==> config.mk <==
export PLATFORM = sky130hd
export DESIGN_NAME = dpcc_dump
export DESIGN_NICKNAME = d
export VERILOG_FILES = /design/src/hw/rtl/dpcc_pkg.sv /design/src/hw/rtl/dpcc_dump.sv
export SDC_FILE = /design/constraint.sdc
export NUM_CORES = 1
export LEC_CHECK = 0
export BUFFER_PORTS_ARGS = -buffer_cell sky130_fd_sc_hd__buf_4
export CAP_MARGIN = 20
export CORE_AREA = 3 3 191 193
export DETAILED_ROUTE_END_ITERATION = 6
export DIE_AREA = 0 0 194 196
export GPL_TIMING_DRIVEN = 0
export PLACE_DENSITY = 0.65
export SYNTH_ARGS = -nofsm -noshare
export SYNTH_HDL_FRONTEND = slang
export SYNTH_SLANG_ARGS = --single-unit
==> constraint.sdc <==
create_clock -name clk -period 3.35 [get_ports clk]
set_input_delay 0.67 -clock clk [delete_from_list [all_inputs] [get_ports clk]]
set_output_delay 0.67 -clock clk [all_outputs]
set_load 0.05 [all_outputs]
==> src/hw/rtl/dpcc_pkg.sv <==
// dpcc_pkg: shared types and constants for the dual-polarization cross-correlator
// no dependencies; imported by every module of the block
package dpcc_pkg;

  localparam int FIELD_BITS = 16;  // width of one sample field on the input bus
  localparam int NUM_FIELDS = 8;   // sample fields per input transfer
  localparam int NUM_POL    = 4;   // polarization products per station pair

  // polarization pair code, also the result order of a dump
  typedef enum logic [1:0] {
    POL_XX = 2'd0,
    POL_XY = 2'd1,
    POL_YX = 2'd2,
    POL_YY = 2'd3
  } pol_t;

  // pipeline control seen by the accumulator stage
  typedef struct packed {
    logic adv;    // pipeline moves this cycle
    logic valid;  // product stage holds an item
    logic last;   // that item closes the integration
  } pipe_ctl_t;

endpackage

==> src/hw/rtl/dpcc_dump.sv <==
// dpcc_dump: holds the four closed sums and sends them one transfer at a time
// depends on dpcc_pkg
module dpcc_dump #(
  parameter int ACC_BITS = 48
) (
  input  logic                                        clk,
  input  logic                                        rst_n,
  input  logic                                        load,
  input  logic [dpcc_pkg::NUM_POL-1:0][ACC_BITS-1:0]  sum_re,
  input  logic [dpcc_pkg::NUM_POL-1:0][ACC_BITS-1:0]  sum_im,
  output logic                                        busy,
  output logic                                        res_valid,
  input  logic                                        res_ready,
  output dpcc_pkg::pol_t                              res_pol,
  output logic [ACC_BITS-1:0]                         res_re,
  output logic [ACC_BITS-1:0]                         res_im,
  output logic                                        res_last
);
  import dpcc_pkg::*;

  logic [NUM_POL-1:0][ACC_BITS-1:0] buf_re_r;
  logic [NUM_POL-1:0][ACC_BITS-1:0] buf_im_r;
  logic [1:0]                       idx_r, idx_nxt;
  logic                             busy_r, busy_nxt;
  logic                             is_last;

  assign is_last = (pol_t'(idx_r) == POL_YY);

  always_comb begin
    idx_nxt  = idx_r;
    busy_nxt = busy_r;
    if (load) begin
      idx_nxt  = 2'(POL_XX);
      busy_nxt = 1'b1;
    end else if (busy_r && res_ready) begin
      idx_nxt = idx_r + 2'd1;
      if (is_last) begin
        busy_nxt = 1'b0;
      end
    end
  end

  always_ff @(posedge clk) begin
    if (!rst_n) begin
      idx_r  <= 2'(POL_XX);
      busy_r <= 1'b0;
    end else begin
      idx_r  <= idx_nxt;
      busy_r <= busy_nxt;
    end
  end

  always_ff @(posedge clk) begin
    if (load) begin
      buf_re_r <= sum_re;
      buf_im_r <= sum_im;
    end
  end

  assign busy      = busy_r;
  assign res_valid = busy_r;
  assign res_pol   = pol_t'(idx_r);
  assign res_re    = buf_re_r[idx_r];
  assign res_im    = buf_im_r[idx_r];
  assign res_last  = busy_r && is_last;

endmodule

==> reports/results.tsv <==
metric	value	unit
outcome	finished clean	
syn_to_final_growth	39.7	%
rows	68	
synthFlopType	edfxtp_1	
layout.cells.non_filler	1543	
power.leakage	7.38	nW
tns	0	ps
grt_overflow	0	
syn-num-nets	906	
path_max_fanout	10	
ir_worst_vdd	0.496	mV
yosysMostFrequentCell	edfxtp_1	
cts_hold_buffers	0	
period_needed	3120	ps
critPathRequiredTime	2680	ps
antenna_found_initial	6	
pin_count	489	
post-place-cells	1462	
synthDominantCellAreaShare	82.3	%
cts_buffers	42	
yosys_warnings	0	
die-height	196	um
worst_slack	229	ps
post-cts-setup-buffers	0	
powerDensity	578	nW/um^2
grt_start_max_net_pins	133	
rsz0062_at_grt	false	
cp-start-kind	register	
drt-wirelength-per-cell	23.1	um
skew	6.16	ps
yosys_register_bits	387	
fp.dieW	194	um
ant_nets	0	
synth_common_cells	edfxtp_1, mux4_2, buf_2, buf_4, clkbuf_1	
routabilityCongestion	0.781	
hp-class	primary input to register	
critPathMaxStageDelay	620	ps
dp_hpwl	26500	um
synth_edf_count	384	
cts-root-buf	clkbuf_16	
maxCapViolCount	0	
die_area	38000	sq um
cts_max_level	2	
slowest_stage	clkbuf_1	
cts_sinks	387	
syn-cell-area	14000	sq um
ys_seq_area_share	82.7	%
synth_cells	517	
fin_crit_sh	93.2	%
grt_pass1_vias	8136	
worstPathCellList	buf_2 > clkbuf_1 > mux4_2 > buf_4	
slew_viol_final	0	
tightest_slew	945	ps
syn_area_per_cell	27.1	sq um
initial_utilization	40.4	%
crit_type	register to output port	
total_power	0.0113	W
crit_buf_inv	3	
wirelength	35600	um
route.detailed.drc	0	
fillCellCount	2684	
relSlewSlack	37.0	%
clk_pin_slew	60	ps
clkLatencyLatePin	550	ps
setup_violations	0	
arrival	2450	ps
port_buffers	488	
post-place-ws	739	ps
async_flop_share	0	%
fin_nets	1440	
synth.distinct_cells	17	
drt_pre_antenna_iters	4	
clk_path_buf_depth	3	
final_hold_viol_count	0	
vias	7556	
drtIter0Drc	373	
grt_pass1_wl	51600	um
endpoint_kind	output port	
grt_usage	18.5	%
post_cts_resized	0	
yosysTopAreaCell	edfxtp_1	
core_area	34700	sq um
via_per_inst	4.90	
path_delay_family	buffers and inverters	
final_layout_size_suffix_gt1_share	61.0	%
tritoncts	done	
fmax	320	MHz
yosys-top-cells-area	edfxtp_1, mux4_2, buf_12	
cells in the final DEF, fill, tap and decap left out:
master,instances
o21a_1,1
clkinv_2,3
clkinvlp_4,3
buf_8,1
mux4_2,96
inv_6,3
clkbuf_16,42
a21bo_2,2
and2_1,1
clkinv_4,1
buf_12,3
buf_4,494
a21oi_1,2
buf_2,7
nand2b_1,1
dfxtp_1,3
nand3b_1,1
bufinv_16,1
clkinv_1,12
a21boi_0,1
clkbuf_1,14
diode_2,6
ha_1,1
buf_16,2
buf_6,1
nand3_1,1
edfxtp_1,384
clkinv_8,1
through the flow:
stage	hold slack [ps]	instance area (sq um)	utilization, %
floorplan	741	14000	-
global placement	662	18200	52.6
detailed placement	666	18300	52.7
CTS	242	19600	56.3
global route	254	19600	56.4
finish	289	19600	56.4
cells by family (layout without fill, tap and decap cells):
kind of cell	after synthesis	in the layout	synth area share (%)
AO/OA/AOI/OAI	6	6	0.321
multiplexers	96	96	15.4
adder cells (fa/ha/maj)	1	1	0.0893
other	0	6	0
AND/OR/NAND/NOR	4	4	0.179
buffers and inverters	23	588	1.27
flip-flops	387	387	82.7
per-layer routing:
layer	share of wire, %	global-route usage [%]	wire length [um]	vias up
met1	35	21.1	12600	3787
li1	-	-	-	3342
met3	9.8	7.35	3470	68
met4	3.4	8.46	1200	0
met2	52	30.8	18400	359
met5	0	0	0	-
worst reg2reg max path: cells and delay by family, from the launching register on:
kind	cells	cell delay, ps
compound gates	2	380
flops	1	410
buf+inv	2	550
report_power, final:
| part | internal (W) | switching, W |
|---|---|---|
| Sequential | 0.00575 | 0.0000957 |
| Combinational | 0.000584 | 0.000678 |
| Clock | 0.00239 | 0.00181 |
| Total | 0.00873 | 0.00258 |
sequential cells by signal, indices dropped and copies added, names as in the netlist:
signal / cells
buf_im_r: 192
buf_re_r: 192
busy: 1
res_pol: 2
layout make-up:
type	count	area (sq um)	share of cell area, %
Sequential cell	387	11600	59.2
Timing Repair Buffer	490	3730	19.0
Multi-Input combinational cell	107	2240	11.5
Clock buffer	51	1080	5.54
Tap cell	455	569	2.91
Buffer	23	178	0.908
Clock inverter	24	164	0.837
Antenna cell	6	15.0	0.0767
worst paths after layout:
check	from	to	slack, ps	cells past startpoint
setup / recovery	res_pol[1]$_SDFFE_PP0P_	res_im[4]	230	4
hold / removal	sum_im[120]	buf_im_r[120]$_DFFE_PP_	290	1
setup reg to reg	res_pol[0]$_SDFFE_PP0P_	res_pol[0]$_SDFFE_PP0P_	1940	4
hold reg to reg	busy$_SDFFE_PN0P_	res_pol[1]$_SDFFE_PP0P_	670	2
(Power assumes the default switching activity.)
