<file path="config.mk">
export PLATFORM = sky130hd
export DESIGN_NAME = dpcc_acc
export DESIGN_NICKNAME = d
export VERILOG_FILES = /design/src/hw/rtl/dpcc_pkg.sv /design/src/hw/rtl/dpcc_acc.sv
export SDC_FILE = /design/constraint.sdc
export NUM_CORES = 1
export LEC_CHECK = 0
export ABC_AREA = 1
export BUFFER_PORTS_ARGS = -buffer_cell sky130_fd_sc_hd__clkbuf_2
export CORE_AREA = 3 3 124 126
export CTS_CLUSTER_DIAMETER = 120
export DETAILED_ROUTE_END_ITERATION = 10
export DIE_AREA = 0 0 127 129
export GPL_TIMING_DRIVEN = 0
export MAX_ROUTING_LAYER = met4
export SYNTH_ARGS = -nofsm -noshare
export SYNTH_HDL_FRONTEND = slang
export SYNTH_SLANG_ARGS = --single-unit
</file>
<file path="constraint.sdc">
create_clock -name clk -period 2.8 [get_ports clk]
set_input_delay 0 -clock clk [delete_from_list [all_inputs] [get_ports clk]]
set_output_delay 0 -clock clk [all_outputs]
set_load 0.02 [all_outputs]
</file>
<file path="src/hw/rtl/dpcc_pkg.sv">
// dpcc_pkg: shared types and constants for the dual-polarization cross-correlator
// no dependencies; imported by every module of the block
package dpcc_pkg;

  localparam int FIELD_BITS = 16;  // width of one sample field on the input bus
  localparam int NUM_FIELDS = 8;   // sample fields per input transfer
  localparam int NUM_POL    = 4;   // polarization products per station pair

  // polarization pair code, also the result order of a dump
  typedef enum logic [1:0] {
    POL_XX = 2'd0,
    POL_XY = 2'd1,
    POL_YX = 2'd2,
    POL_YY = 2'd3
  } pol_t;

  // pipeline control seen by the accumulator stage
  typedef struct packed {
    logic adv;    // pipeline moves this cycle
    logic valid;  // product stage holds an item
    logic last;   // that item closes the integration
  } pipe_ctl_t;

endpackage

</file>
<file path="src/hw/rtl/dpcc_acc.sv">
// dpcc_acc: one saturating accumulator, cleared after an integration closes
// depends on dpcc_pkg
module dpcc_acc #(
  parameter int ACC_BITS  = 48,
  parameter int PROD_BITS = 33
) (
  input  logic                       clk,
  input  logic                       rst_n,
  input  dpcc_pkg::pipe_ctl_t        ctl,
  input  logic [PROD_BITS-1:0]       prod,
  output logic [ACC_BITS-1:0]        sat_sum
);
  import dpcc_pkg::*;

  localparam int SUM_BITS = ((ACC_BITS > PROD_BITS) ? ACC_BITS : PROD_BITS) + 1;
  localparam int TOP_BITS = SUM_BITS - ACC_BITS + 1;

  logic signed [ACC_BITS-1:0] acc_r;
  logic signed [ACC_BITS-1:0] acc_nxt;
  logic signed [SUM_BITS-1:0] sum;
  logic                       ovf;
  logic [ACC_BITS-1:0]        sat_val;

  assign sum = SUM_BITS'(acc_r) + SUM_BITS'($signed(prod));

  // out of range when the bits above the acc sign bit disagree with it
  assign ovf = (sum[SUM_BITS-1:ACC_BITS-1] != {TOP_BITS{sum[SUM_BITS-1]}});

  always_comb begin
    if (!ovf) begin
      sat_val = sum[ACC_BITS-1:0];
    end else if (sum[SUM_BITS-1]) begin
      sat_val = {1'b1, {(ACC_BITS-1){1'b0}}};
    end else begin
      sat_val = {1'b0, {(ACC_BITS-1){1'b1}}};
    end
  end

  assign sat_sum = sat_val;

  always_comb begin
    acc_nxt = acc_r;
    if (ctl.adv && ctl.valid) begin
      acc_nxt = ctl.last ? '0 : $signed(sat_val);
    end
  end

  always_ff @(posedge clk) begin
    if (!rst_n) begin
      acc_r <= '0;
    end else begin
      acc_r <= acc_nxt;
    end
  end

endmodule

</file>
==> results.md <==
* Status: completed
* Pwr Density at 363 mW/mm2
* Largest register by flop count: acc_r
* Leading registers by flop count: acc_r (48)
* DRC at 0
* Ports at 86
* Post-layout util at 59.4%
* Clock latency on the worst-skew pair at 300 ps
* Top cell type by total area after synthesis: nand2_1
* Setup crit start kind: register
* Total Die Area at 0.0164 mm2
* WP data arrival at 2800 ps
* Leakage at 4.12 nW
* Fillers at 1469
* Area delta synth->final at 32.6%
* Dpl ws at -399 ps
* CP max stage delay at 360 ps
* Clk sinks at 48
* Worst-path fanout max at 3
* Number of buffers created by CTS at 5
* Adder-Cell Fraction of Synth Area at 9.61%
* CP Capture Type: primary output
* First-pass GRT wire length at 34500 um
* Starting Density at 44.8%
* Reg-to-reg slack, setup at 70 ps
* Async S/R FF share, synth at 0%
* Clk slew on worst S/H paths at 70 ps
* Post-synth EDFFs at 0
* Total area of sequential cells at 966 um2
* Iter 0 DRT Violations at 404
* Wire per inst at 16.3 um
* Post-synth top area share at 21.9%
* Syn avg cell area at 6.01 um2
* Die X at 127 um
* Row cnt at 44
* Switch share at 43.8%
* Synth Area in Simple Gates at 44.4%
* Final min period at 2800 ps
* ANT nets after route at 0
* Yosys cell types at 37
* Initial antenna violation count at 0
* Chip height at 129 um
* Max_cap viols at 0
* Pre-antenna DRT Iters at 5
* Final Hold Fails at 0
* Multi-input gate area at 0.00564 mm2
* Total negative setup slack at 0 ps
* Hold Crit Class: in2reg
* Vias in the first global route at 6622
* Routed vias at 7202
* Placer Congestion at 0.997
* Compound-gate portion of the synthesized area at 15.6%
* Root buf cell: clkbuf_16
* Post-synthesis sequential area ratio at 14.9%
* Clock Path Buffers at 2
* Req. time, crit path at 2800 ps
* Port buffer count at 85
* CTS tree: yes
* Nets at 1285
* Synth Warn # at 0
* Syn Inst Count at 1075
* Gr usage total at 27.2%
* Type of the worst setup path: reg2out
* Post-synthesis register bit count at 48
* Clock power frac at 20.8%
* Critical path cell sequence: ha_4, inv_2, fa_2, inv_2, buf_4, buf_4, nand2_1, o211ai_1, nand3_1, nand3b_1, nand2_1, nand3b_1, nand3_1, nand2_4, clkbuf_2
* Area contributors post-synth: nand2_1, dfxtp_1, ha_1, inv_1, a21oi_1
* Seq pwr share at 23.9%
* Least-Margin Pin Slew at 926 ps
* Critical-path top delay cell: fa_2
* DP HPWL at 17700 um
* Logic pwr share at 55.3%
* Largest register FFs at 48
* Diode count at 0
* Final worst slack at 3.54 ps
* Largest net degree at the start of global routing at 17
* Synthesized Nets at 1162
* Max Freq at 358 MHz
* Core Region at 0.0144 mm2
* Largest family of logic cells by synthesized area: simple AND/OR/NAND/NOR gates
* Switch Pwr at 0.00136 W
* Number of setup violations in the final report at 0
* Part of the cycle the worst path needs at 99.9%
* Mux share of post-synthesis cell area at 0%
* XOR/XNOR share of the synthesized area at 4.34%
* Synth Cell Area at 0.00646 mm2
* RSZ-0062 raised after global routing: true
* Via-to-Cell Ratio at 5.21
* Largest vdd supply drop at 206 uV
* GRT overflow at 0
* Placed cell areas at 0.00711 mm2
* Final Cell Area at 0.00857 mm2
* Drt total wl at 22500 um
* Ratio of cells with drive above 1 in the final layout at 32.1%
* CTS HTree Levels at 2
* Final worst clock skew at 5.32 ps
* Most used DFF post-synth: dfxtp_1
* P_int at 0.00175 W
* Fin. max-slew vios at 0
* Max_slew headroom at 38.3%
==> metrics by stage <==
step	cells	total power (W)	hold WS, ps
final	1383	0.00311	171
after CTS	1371	0.00290	174
after global routing	1383	0.00328	197
after floorplan	1075	0.00176	312
after global placement	1344	0.00213	457
after detailed placement	1344	0.00214	462
==> cell usage after synthesis (4+ instances only) <==
cell,n
a21oi_1,70
a21oi_2,33
buf_4,5
clkbuf_1,10
dfxtp_1,48
ha_1,48
inv_1,134
inv_2,11
nand2_1,377
nand2_2,45
nand2_4,31
nand3_1,34
nand3b_1,4
nand4_1,20
nor2_1,76
nor2_2,12
nor3_1,11
o21ai_0,22
o21ai_2,10
o21bai_1,16
xnor2_1,9
xor2_1,23
==> layout by cell type (no fill, tap or decap), types with 3 or more instances in the layout <==
cell       netlist  final
nor3_1          11     11
clkbuf_4         1      3
a21oi_1         70     57
nand3_2          2      3
ha_4             0     43
o21ai_2         10      4
xnor2_1          9      9
clkbuf_1        10     12
nand2_1        377    352
inv_2           11     13
nand2_4         31     38
clkbuf_8         0      4
ha_1            48      3
inv_1          134    132
a21oi_2         33     43
xor2_1          23     23
o21bai_1        16     16
nand3_1         34     33
nand2_2         45     63
nand4_1         20     20
a21oi_4          0      3
nor2_2          12     11
o21ai_0         22     20
dfxtp_2          0      4
clkbuf_16        0      6
buf_6            2     13
nor2_1          76     68
buf_12           3      5
dfxtp_1         48     44
nor2_4           2     11
buf_4            5     33
o21ai_4          0      8
nand3b_1         4      4
clkbuf_2         0     67
==> path summary, 6_finish.rpt <==
kind	end	startpoint	cells past startpoint
min	acc_r[10]	ctl[0]	5
max reg2reg	acc_r[33]	acc_r[0]	20
min reg2reg	acc_r[2]	acc_r[2]	2
max	sat_sum[38]	acc_r[0]	15
==> critical path: cells and delay by family (launching register included) <==
| kind | cells | cell delay [ps] |
|---|---|---|
| AO/OA/AOI/OAI | 1 | 230 |
| AND/OR/NAND/NOR | 7 | 930 |
| buffers and inverters | 5 | 490 |
| adder cells (fa/ha/maj) | 2 | 490 |
| flip-flops | 1 | 350 |
==> timing repair <==
item | 4_1_cts | 5_1_grt
setup buffers | 17 | 11
hold buffers | 0 | 0
resized for setup | 56 | 145
gates cloned | 2 | 1
pin swaps | 6 | 19
setup endpoints to repair | 95 | 57
==> metal layers <==
layer / vias to the layer above / wire (um) / track usage (%)
met5: - / 0 / -
met4: 0 / 620 / 8.58
met3: 48 / 1410 / 4.69
met2: 231 / 9980 / 41.4
met1: 3278 / 10500 / 36.9
li1: 3645 / - / -
==> kinds of logic after synthesis <==
logic type	after synthesis
AOI/OAI and AO/OA	158
xor gates and xnor gates	32
adders and majority gates	49
buffers and inverters	169
DFF	48
and+or+nand+nor	619
==> power by group through the flow <==
stage / Clock, W / Combinational, W / Sequential (W)
floorplan: 0 / 0.00102 / 0.000741
global placement: 0 / 0.00139 / 0.000746
detailed placement: 0 / 0.00139 / 0.000746
CTS: 0.000659 / 0.00151 / 0.000733
global route: 0.000680 / 0.00185 / 0.000746
finish: 0.000646 / 0.00172 / 0.000743
==> final cells by class <==
class	count	share of cell area, %
multi-input cells	858	65.8
flip-flops and latches	48	11.3
repair buffers	116	9.63
inverters	145	6.35
well taps	184	2.69
plain buffers	24	2.53
clock buffers	8	1.71
No activity file was read; power rests on OpenSTA's default activity.
